==> config.mk <==
export PLATFORM = sky130hd
export DESIGN_NAME = breath_trigger_cycle_detector_core_flat
export DESIGN_NICKNAME = d
export VERILOG_FILES = /design/src/rtl/btcd_pkg.sv /design/src/rtl/btcd_if.sv /design/src/rtl/btcd_hold_timer.sv /design/src/rtl/breath_trigger_cycle_detector_core.sv /design/src/flat_wrapper.sv
export SDC_FILE = /design/constraint.sdc
export NUM_CORES = 1
export LEC_CHECK = 0
export ABC_AREA = 1
export ABC_CLOCK_PERIOD_IN_PS = 11300
export BUFFER_PORTS_ARGS = -buffer_cell sky130_fd_sc_hd__buf_2
export CAP_MARGIN = 30
export CORE_ASPECT_RATIO = 1.5
export CORE_MARGIN = 2
export CORE_UTILIZATION = 35
export DETAILED_ROUTE_END_ITERATION = 12
export PLACE_DENSITY = 0.53
export SLEW_MARGIN = 20
export SYNTH_ARGS = -nofsm -noshare
export SYNTH_HDL_FRONTEND = slang
export SYNTH_SLANG_ARGS = --single-unit
==> constraint.sdc <==
create_clock -name clk -period 11.3 [get_ports clk]
set_input_delay 1.13 -clock clk [delete_from_list [all_inputs] [get_ports clk]]
set_output_delay 1.13 -clock clk [all_outputs]
set_load 0.005 [all_outputs]
==> src/rtl/btcd_pkg.sv <==
// btcd_pkg: shared types and constants for the breath trigger / cycle detector
// no dependencies; used by the interfaces, the hold timer and the top level
`default_nettype none

package btcd_pkg;

  // fixed field widths
  localparam int unsigned PEEP_BITS  = 9;
  localparam int unsigned SENS_BITS  = 9;
  localparam int unsigned FRAC_BITS  = 8;
  localparam int unsigned CFG_BITS   = 9;
  localparam int unsigned PRES_BITS  = 11;
  localparam int unsigned FLOW_BITS  = 13;
  localparam int unsigned PEAK_BITS  = 12;

  // timing spans in ms
  localparam int unsigned BLANK_MS = 200;
  localparam int unsigned HOLD_MS  = 50;

  // register reset values
  localparam logic [PEEP_BITS-1:0] PEEP_RESET = 9'd50;

  typedef enum logic [1:0] {
    CFG_PEEP_LEVEL  = 2'd0,
    CFG_PRESS_SENS  = 2'd1,
    CFG_FLOW_SENS   = 2'd2,
    CFG_CYCLE_FRAC  = 2'd3
  } cfg_reg_e;

  typedef enum logic [1:0] {
    PHASE_INSP  = 2'd0,
    PHASE_EXP   = 2'd1,
    PHASE_OTHER = 2'd2,
    PHASE_SPARE = 2'd3
  } phase_e;

  localparam logic [1:0] MODE_NON_PSV = 2'd0;

  // request to one hold timer for the beat in flight
  typedef struct packed {
    logic en;
    logic cond;
  } hold_req_t;

endpackage

`default_nettype wire

==> src/rtl/btcd_if.sv <==
// btcd channel interfaces: sample input, result output, configuration writes
// depends on btcd_pkg
`default_nettype none

interface btcd_sample_if #(
  parameter int unsigned TIME_BITS = 32
);
  logic                                   valid;
  logic                                   ready;
  logic [TIME_BITS-1:0]                   now_ms;
  logic [1:0]                             phase;
  logic [TIME_BITS-1:0]                   phase_start_ms;
  logic [1:0]                             vent_mode;
  logic signed [btcd_pkg::PRES_BITS-1:0]  pressure;
  logic signed [btcd_pkg::FLOW_BITS-1:0]  patient_flow;
  logic [btcd_pkg::PEAK_BITS-1:0]         peak_insp_flow;

  modport source (
    output valid, now_ms, phase, phase_start_ms, vent_mode, pressure, patient_flow,
           peak_insp_flow,
    input  ready
  );
  modport sink (
    input  valid, now_ms, phase, phase_start_ms, vent_mode, pressure, patient_flow,
           peak_insp_flow,
    output ready
  );
endinterface

interface btcd_result_if;
  logic valid;
  logic ready;
  logic trigger_detected;
  logic cycle_detected;

  modport source (output valid, trigger_detected, cycle_detected, input ready);
  modport sink (input valid, trigger_detected, cycle_detected, output ready);
endinterface

interface btcd_cfg_if;
  logic                              valid;
  logic                              ready;
  btcd_pkg::cfg_reg_e                index;
  logic [btcd_pkg::CFG_BITS-1:0]     data;

  modport source (output valid, index, data, input ready);
  modport sink (input valid, index, data, output ready);
endinterface

`default_nettype wire

==> src/rtl/btcd_hold_timer.sv <==
// btcd_hold_timer: armed flag plus start time for one 50 ms hold condition
// depends on btcd_pkg
`default_nettype none

module btcd_hold_timer #(
  parameter int unsigned TIME_BITS = 32
) (
  input  wire logic                 clk,
  input  wire logic                 rst,
  input  wire btcd_pkg::hold_req_t  req,
  input  wire logic [TIME_BITS-1:0] now,
  output logic                      fire
);

  logic                 armed;
  logic [TIME_BITS-1:0] start;
  logic [TIME_BITS-1:0] held;

  assign held = now - start;
  assign fire = req.en && req.cond && armed && (held >= TIME_BITS'(btcd_pkg::HOLD_MS));

  always_ff @(posedge clk) begin
    if (rst) begin
      armed <= 1'b0;
    end else if (req.en) begin
      if (!req.cond) begin
        armed <= 1'b0;
      end else if (!armed) begin
        armed <= 1'b1;
      end
    end
  end

  always_ff @(posedge clk) begin
    if (req.en && req.cond && !armed) begin
      start <= now;
    end
  end

endmodule

`default_nettype wire

==> src/rtl/breath_trigger_cycle_detector_core.sv <==
// breath_trigger_cycle_detector_core: top level of the trigger / cycle detector
// depends on btcd_pkg, btcd_if and btcd_hold_timer
`default_nettype none

// One sensor sample in, one result out, one sample per clock sustained while
// the result side takes results. A sample is captured in an input register,
// evaluated against the three hold timers and written to a result register
// once the result slot is free. While a result waits, the input register can
// still take one more sample; the input stalls only when that register is
// full and the result is still held. The single compare/multiply stage between
// the two registers updates the timer state in the same cycle as the result
// register is written, so the next sample sees it. Configuration writes are
// taken in any cycle (ready is always high) and should be made while no
// sample is in flight.
module breath_trigger_cycle_detector_core #(
  parameter int unsigned TIME_BITS = 32
) (
  input wire logic        clk,
  input wire logic        rst,
  btcd_cfg_if.sink        cfg,
  btcd_sample_if.sink     sample,
  btcd_result_if.source   result
);

  // configuration registers
  logic [btcd_pkg::PEEP_BITS-1:0]        peep_level;
  logic signed [btcd_pkg::SENS_BITS-1:0] press_sens;
  logic [btcd_pkg::SENS_BITS-1:0]        flow_sens;
  logic [btcd_pkg::FRAC_BITS-1:0]        cycle_frac;

  assign cfg.ready = 1'b1;

  always_ff @(posedge clk) begin
    if (rst) begin
      peep_level <= btcd_pkg::PEEP_RESET;
      press_sens <= '0;
      flow_sens  <= '0;
      cycle_frac <= '0;
    end else if (cfg.valid) begin
      case (cfg.index)
        btcd_pkg::CFG_PEEP_LEVEL: peep_level <= cfg.data;
        btcd_pkg::CFG_PRESS_SENS: press_sens <= cfg.data;
        btcd_pkg::CFG_FLOW_SENS:  flow_sens  <= cfg.data;
        btcd_pkg::CFG_CYCLE_FRAC: cycle_frac <= cfg.data[btcd_pkg::FRAC_BITS-1:0];
        default: ;
      endcase
    end
  end

  // input register
  logic                                   s1_valid;
  logic [TIME_BITS-1:0]                   s1_now;
  logic [1:0]                             s1_phase;
  logic [TIME_BITS-1:0]                   s1_pstart;
  logic [1:0]                             s1_mode;
  logic signed [btcd_pkg::PRES_BITS-1:0]  s1_pres;
  logic signed [btcd_pkg::FLOW_BITS-1:0]  s1_flow;
  logic [btcd_pkg::PEAK_BITS-1:0]         s1_peak;

  logic out_free;
  logic step;

  assign out_free     = !result.valid || result.ready;
  assign step         = s1_valid && out_free;
  assign sample.ready = !s1_valid || out_free;

  always_ff @(posedge clk) begin
    if (rst) begin
      s1_valid <= 1'b0;
    end else if (sample.ready) begin
      s1_valid <= sample.valid;
    end
  end

  always_ff @(posedge clk) begin
    if (sample.valid && sample.ready) begin
      s1_now    <= sample.now_ms;
      s1_phase  <= sample.phase;
      s1_pstart <= sample.phase_start_ms;
      s1_mode   <= sample.vent_mode;
      s1_pres   <= sample.pressure;
      s1_flow   <= sample.patient_flow;
      s1_peak   <= sample.peak_insp_flow;
    end
  end

  // evaluation
  logic [TIME_BITS-1:0]                   elapsed;
  logic                                   blank_ok;
  logic                                   exp_gate;
  logic                                   cyc_gate;
  logic signed [btcd_pkg::PRES_BITS-1:0]  press_thr;
  logic [19:0]                            cyc_rhs;
  logic signed [21:0]                     cyc_lhs_x;
  logic signed [21:0]                     cyc_rhs_x;
  btcd_pkg::hold_req_t                    press_req;
  btcd_pkg::hold_req_t                    flow_req;
  btcd_pkg::hold_req_t                    cyc_req;
  logic                                   press_fire;
  logic                                   flow_fire;
  logic                                   cyc_fire;

  assign elapsed  = s1_now - s1_pstart;
  assign blank_ok = elapsed >= TIME_BITS'(btcd_pkg::BLANK_MS);
  assign exp_gate = (s1_phase == btcd_pkg::PHASE_EXP) && blank_ok;
  assign cyc_gate = (s1_mode != btcd_pkg::MODE_NON_PSV) && (s1_phase == btcd_pkg::PHASE_INSP)
                    && blank_ok && (cycle_frac != '0) && (s1_peak != '0);

  assign press_thr = $signed({2'b00, peep_level}) + $signed({{2{press_sens[8]}}, press_sens});
  assign cyc_rhs   = cycle_frac * s1_peak;
  assign cyc_lhs_x = $signed({s1_flow[btcd_pkg::FLOW_BITS-1], s1_flow, 8'b0});
  assign cyc_rhs_x = $signed({2'b00, cyc_rhs});

  assign press_req.en   = step && exp_gate && press_sens[btcd_pkg::SENS_BITS-1];
  assign press_req.cond = s1_pres < press_thr;
  assign flow_req.en    = step && exp_gate && !press_fire && (flow_sens != '0);
  assign flow_req.cond  = s1_flow > $signed({4'b0000, flow_sens});
  assign cyc_req.en     = step && cyc_gate;
  assign cyc_req.cond   = cyc_lhs_x < cyc_rhs_x;

  btcd_hold_timer #(.TIME_BITS(TIME_BITS)) u_press_timer (
    .clk(clk), .rst(rst), .req(press_req), .now(s1_now), .fire(press_fire)
  );

  btcd_hold_timer #(.TIME_BITS(TIME_BITS)) u_flow_timer (
    .clk(clk), .rst(rst), .req(flow_req), .now(s1_now), .fire(flow_fire)
  );

  btcd_hold_timer #(.TIME_BITS(TIME_BITS)) u_cycle_timer (
    .clk(clk), .rst(rst), .req(cyc_req), .now(s1_now), .fire(cyc_fire)
  );

  // result register
  always_ff @(posedge clk) begin
    if (rst) begin
      result.valid <= 1'b0;
    end else if (step) begin
      result.valid <= 1'b1;
    end else if (result.ready) begin
      result.valid <= 1'b0;
    end
  end

  always_ff @(posedge clk) begin
    if (step) begin
      result.trigger_detected <= press_fire || flow_fire;
      result.cycle_detected   <= cyc_fire;
    end
  end

`ifndef SYNTHESIS
  a_no_trig_and_cycle: assert property (@(posedge clk) disable iff (rst)
    result.valid |-> !(result.trigger_detected && result.cycle_detected))
    else $error("trigger and cycle reported in the same beat");

  a_ready_when_free: assert property (@(posedge clk) disable iff (rst)
    !result.valid |-> sample.ready)
    else $error("input stalled while result slot is empty");

  a_flow_skipped_on_press: assert property (@(posedge clk) disable iff (rst)
    press_fire |-> !flow_req.en)
    else $error("flow timer touched after pressure trigger fired");

  a_step_fills_result: assert property (@(posedge clk) disable iff (rst)
    step |=> result.valid)
    else $error("evaluated beat did not reach the result register");
`endif

endmodule

`default_nettype wire

==> src/flat_wrapper.sv <==
// flat-port wrapper written by rule: the top's interface ports become plain ports
module breath_trigger_cycle_detector_core_flat 
#(
  parameter int unsigned TIME_BITS = 32
)
  (clk, rst, cfg_valid, cfg_index, cfg_data, cfg_ready, sample_valid, sample_now_ms, sample_phase, sample_phase_start_ms, sample_vent_mode, sample_pressure, sample_patient_flow, sample_peak_insp_flow, sample_ready, result_valid, result_trigger_detected, result_cycle_detected, result_ready);
  btcd_cfg_if cfg_i ();
  btcd_sample_if #(.TIME_BITS(TIME_BITS)) sample_i ();
  btcd_result_if result_i ();
  input wire logic clk;
  input wire logic rst;
  input wire logic [$bits(cfg_i.valid)-1:0] cfg_valid;
  input wire logic [$bits(cfg_i.index)-1:0] cfg_index;
  input wire logic [$bits(cfg_i.data)-1:0] cfg_data;
  output wire logic [$bits(cfg_i.ready)-1:0] cfg_ready;
  input wire logic [$bits(sample_i.valid)-1:0] sample_valid;
  input wire logic [$bits(sample_i.now_ms)-1:0] sample_now_ms;
  input wire logic [$bits(sample_i.phase)-1:0] sample_phase;
  input wire logic [$bits(sample_i.phase_start_ms)-1:0] sample_phase_start_ms;
  input wire logic [$bits(sample_i.vent_mode)-1:0] sample_vent_mode;
  input wire logic [$bits(sample_i.pressure)-1:0] sample_pressure;
  input wire logic [$bits(sample_i.patient_flow)-1:0] sample_patient_flow;
  input wire logic [$bits(sample_i.peak_insp_flow)-1:0] sample_peak_insp_flow;
  output wire logic [$bits(sample_i.ready)-1:0] sample_ready;
  output wire logic [$bits(result_i.valid)-1:0] result_valid;
  output wire logic [$bits(result_i.trigger_detected)-1:0] result_trigger_detected;
  output wire logic [$bits(result_i.cycle_detected)-1:0] result_cycle_detected;
  input wire logic [$bits(result_i.ready)-1:0] result_ready;
  assign cfg_i.valid = cfg_valid;
  assign cfg_i.index = cfg_index;
  assign cfg_i.data = cfg_data;
  assign cfg_ready = cfg_i.ready;
  assign sample_i.valid = sample_valid;
  assign sample_i.now_ms = sample_now_ms;
  assign sample_i.phase = sample_phase;
  assign sample_i.phase_start_ms = sample_phase_start_ms;
  assign sample_i.vent_mode = sample_vent_mode;
  assign sample_i.pressure = sample_pressure;
  assign sample_i.patient_flow = sample_patient_flow;
  assign sample_i.peak_insp_flow = sample_peak_insp_flow;
  assign sample_ready = sample_i.ready;
  assign result_valid = result_i.valid;
  assign result_trigger_detected = result_i.trigger_detected;
  assign result_cycle_detected = result_i.cycle_detected;
  assign result_i.ready = result_ready;
  breath_trigger_cycle_detector_core #(.TIME_BITS(TIME_BITS)) u_core (.clk(clk), .rst(rst), .cfg(cfg_i), .sample(sample_i), .result(result_i));
endmodule
==> flow_metrics.py <==
metrics = {
    "run_status": {
        "outcome": "finished, final reports clean",
    },
    "global_route": {
        "grt_use_total_pct": 20.7,
        "grt_pass1_wl_um": 100000,
        "gr-total-overflow": 0,
        "grt_pass1_vias": 18900,
        "grt_max_degree": 62,
        "antenna_found_initial": 3,
    },
    "floorplanning": {
        "start_util_pct": 35.3,
        "die_h_um": 308,
        "dieArea_um2": 63400,
        "fp-row-count": 111,
        "core-area_um2": 61000,
        "ioPinCount": 125,
        "die_x_um": 206,
    },
    "routing": {
        "dr.pass1.iters": 6,
        "vias_per_cell": 4.83,
        "drt_iter0_markers": 829,
        "drc_errors": 0,
        "drt-wirelength-per-cell_um": 16.7,
        "vias": 18900,
        "wirelength_um": 65300,
        "ant_nets": 0,
    },
    "sta": {
        "finalSetupTns_ns": 0,
        "fmax_mhz": 151,
        "hold_slack_ns": 0.472,
        "rsz0062_at_grt": "false",
        "relSlewSlack_pct": 42.0,
        "setup_viol": 0,
        "slew_violations": 0,
        "period_share_pct": 58.7,
        "fin_skew_ns": 0.0234,
        "finalHoldViolCount": 0,
        "post-route-min-period_ns": 6.64,
        "tightest_slew_ns": 0.870,
    },
    "synthesis": {
        "yosys.cell_count.top_type": "nand2_1",
        "netlist_area_um2": 21500,
        "ys.flop_type": "edfxtp_1",
        "synth_fp_nets": 3344,
        "yosys-top-cells-count": "813 x nand2_1, 650 x inv_1, 234 x nor2_1",
        "syn_avg_cell_area_um2": 7.28,
        "synth_edf_count": 202,
        "ys_top_cells_by_area": "edfxtp_1 28%, nand2_1 14%, ha_1 12%",
        "yosys_warnings": 0,
        "synth.largest_area_cell": "edfxtp_1",
        "ys_types": 53,
        "synth-seq-cells": 242,
        "synth_top_cell_area_share_pct": 28.2,
        "syn_inst": 2954,
        "postSynth.asyncResetShare_pct": 0,
        "ys_seq_area_share_pct": 31.9,
    },
    "cts": {
        "clockBufferDepth": 3,
        "cts_tree": "yes",
        "ctsResizeCount": 0,
        "post_cts_buffers": 0,
        "clock_latency_ns": 0.60,
        "cts_buffers": 27,
        "clkSinkCount": 242,
        "cts_max_level": 1,
        "root_buffer": "clkbuf_16",
        "cts_hold_buffers": 0,
        "clkTransAtPathRegs_ns": 0.06,
    },
    "placed_design": {
        "hpwl_um": 53600,
        "portBuffers": 123,
        "place_congestion": 0.930,
    },
    "hold_path": {
        "holdPathStages": 2,
        "min_from": "u_core.peep_level[4]$_SDFFE_PP1P_",
        "hold_end": "u_core.peep_level[4]$_SDFFE_PP1P_",
        "hold_class": "reg2reg",
    },
    "worst_setup_path": {
        "required_ns": 11.60,
        "crit_fanout": 22,
        "r2r_start": "u_core.cycle_frac[7]$_SDFFE_PP0P_",
        "criticalPathCategory": "reg2reg",
        "end_kind": "register",
        "cp.arrival_ns": 6.93,
        "reg2reg_to": "u_core.u_cycle_timer.start[17]$_DFFE_PP_",
        "start_kind": "register",
        "reg2reg_slack_ns": 4.66,
        "reg2regPathDepth": 25,
    },
    "power_and_ir_drop": {
        "leakage_nw": 12.6,
        "power.density_nw_per_um2": 105,
        "ir_drop_mv": 0.136,
    },
    "cells_and_area": {
        "areaGrowthSynthToFinish_pct": 11.8,
        "fin_nets": 3482,
        "drive_gt1_share_pct": 8.03,
        "antennaDiodeCount": 0,
    },
    "run": {
        "max_cap_violations": 0,
    },
}
-- cells by family (layout without fill, tap and decap cells) --
logic type	count (synthesis)	count (layout)	synth area share, %
other cells	1	1	0.0174
buf+inv	683	842	12.0
fa+ha+maj	270	270	18.0
flops	242	242	31.9
compound gates	342	342	8.70
simple gates	1348	1348	26.6
xor+xnor	68	68	2.77
-- routing by layer --
layer  track usage [%]  up-vias  routed length [um]
li1                  -     9655                   -
met1              21.3     8705               24700
met2              40.6      337               35200
met3              1.97      156                1680
met4              10.5        6                3720
met5                 0        -                  41
-- flip-flops by register name, indices dropped and copies added, names as in the netlist, 2 cells and up --
name,flops
u_core.s1_now,32
u_core.s1_pstart,32
u_core.u_cycle_timer.start,32
u_core.u_flow_timer.start,32
u_core.u_press_timer.start,32
u_core.s1_flow,13
u_core.s1_peak,12
u_core.s1_pres,11
u_core.flow_sens,9
u_core.peep_level,9
u_core.press_sens,9
u_core.cycle_frac,8
u_core.s1_mode,2
u_core.s1_phase,2
-- report_power, final --
| group | switching, W | internal (W) | total (W) |
|---|---|---|---|
| clock | 0.000400 | 0.000479 | 0.000879 |
| sequential | 0.0000444 | 0.00100 | 0.00105 |
| combinational | 0.000381 | 0.000216 | 0.000597 |
-- worst max-delay path by stage --
stage,startpoint,to,slack [ns],cells after the start
6_report,u_core.cycle_frac[7]$_SDFFE_PP0P_,u_core.u_cycle_timer.start[17]$_DFFE_PP_,4.66,25
2_1_floorplan,u_core.cycle_frac[7]$_SDFFE_PP0P_,u_core.u_cycle_timer.start[0]$_DFFE_PP_,4.18,25
4_1_cts,u_core.cycle_frac[7]$_SDFFE_PP0P_,u_core.u_cycle_timer.start[18]$_DFFE_PP_,4.33,24
5_1_grt,u_core.cycle_frac[5]$_SDFFE_PP0P_,u_core.u_cycle_timer.start[17]$_DFFE_PP_,4.14,28
3_5_place_dp,u_core.cycle_frac[7]$_SDFFE_PP0P_,u_core.u_cycle_timer.start[1]$_DFFE_PP_,4.33,24
3_3_place_gp,u_core.cycle_frac[7]$_SDFFE_PP0P_,u_core.u_cycle_timer.start[1]$_DFFE_PP_,4.30,24
-- per-stage QoR --
| step | area (um2) | power [W] | std cells | util, % | worst slack [ns] |
|---|---|---|---|---|---|
| floorplan | 21500 | 0.00148 | 2954 | - | 4.18 |
| global placement | 23100 | 0.00167 | 3850 | 37.9 | 4.30 |
| detailed placement | 23100 | 0.00167 | 3853 | 38.0 | 4.33 |
| CTS | 24000 | 0.00257 | 3903 | 39.4 | 4.33 |
| global route | 24000 | 0.00268 | 3904 | 39.4 | 4.14 |
| finish | 24000 | 0.00252 | 3904 | 39.4 | 4.66 |
-- cell type report --
type	count	area (um2)
tap	791	990
clock inverter	16	114
inverter	656	2460
fill	6554	36900
multi-input combinational	2029	12100
clock buffer	34	753
sequential	242	6870
timing repair buffer	136	771
-- worst max-delay path: stages, from the launching register on --
cell and delay, ns:
dfxtp_1 0.61, nand2_1 0.15, fa_1 0.53, fa_1 0.54
inv_1 0.05, fa_1 0.52, inv_1 0.05, fa_1 0.53
inv_1 0.04, ha_1 0.37, a21oi_1 0.10, o211ai_1 0.28
a21oi_1 0.11, o21bai_1 0.20, a21boi_0 0.16, o21ai_0 0.30
xnor2_1 0.16, ha_1 0.26, a21oi_1 0.13, o21ai_0 0.09
a21oi_1 0.13, o31ai_1 0.08, a21oi_1 0.17, o211ai_1 0.17
nor2_4 0.38, buf_16 0.23
-- cell usage in the layout, fill, tap and decap left out, drive strengths merged, types with 16 or more instances in the layout --
master  count
xnor2      28
buf       136
o21bai     16
nand3b     19
o21ai      93
a21oi     195
nand4      50
nand3     145
nand2     842
nor2      243
dfxtp      40
clkbuf     34
xor2       40
edfxtp    202
nor3       28
inv       661
fa         65
ha        205
Power figures use the tool's default switching activity.
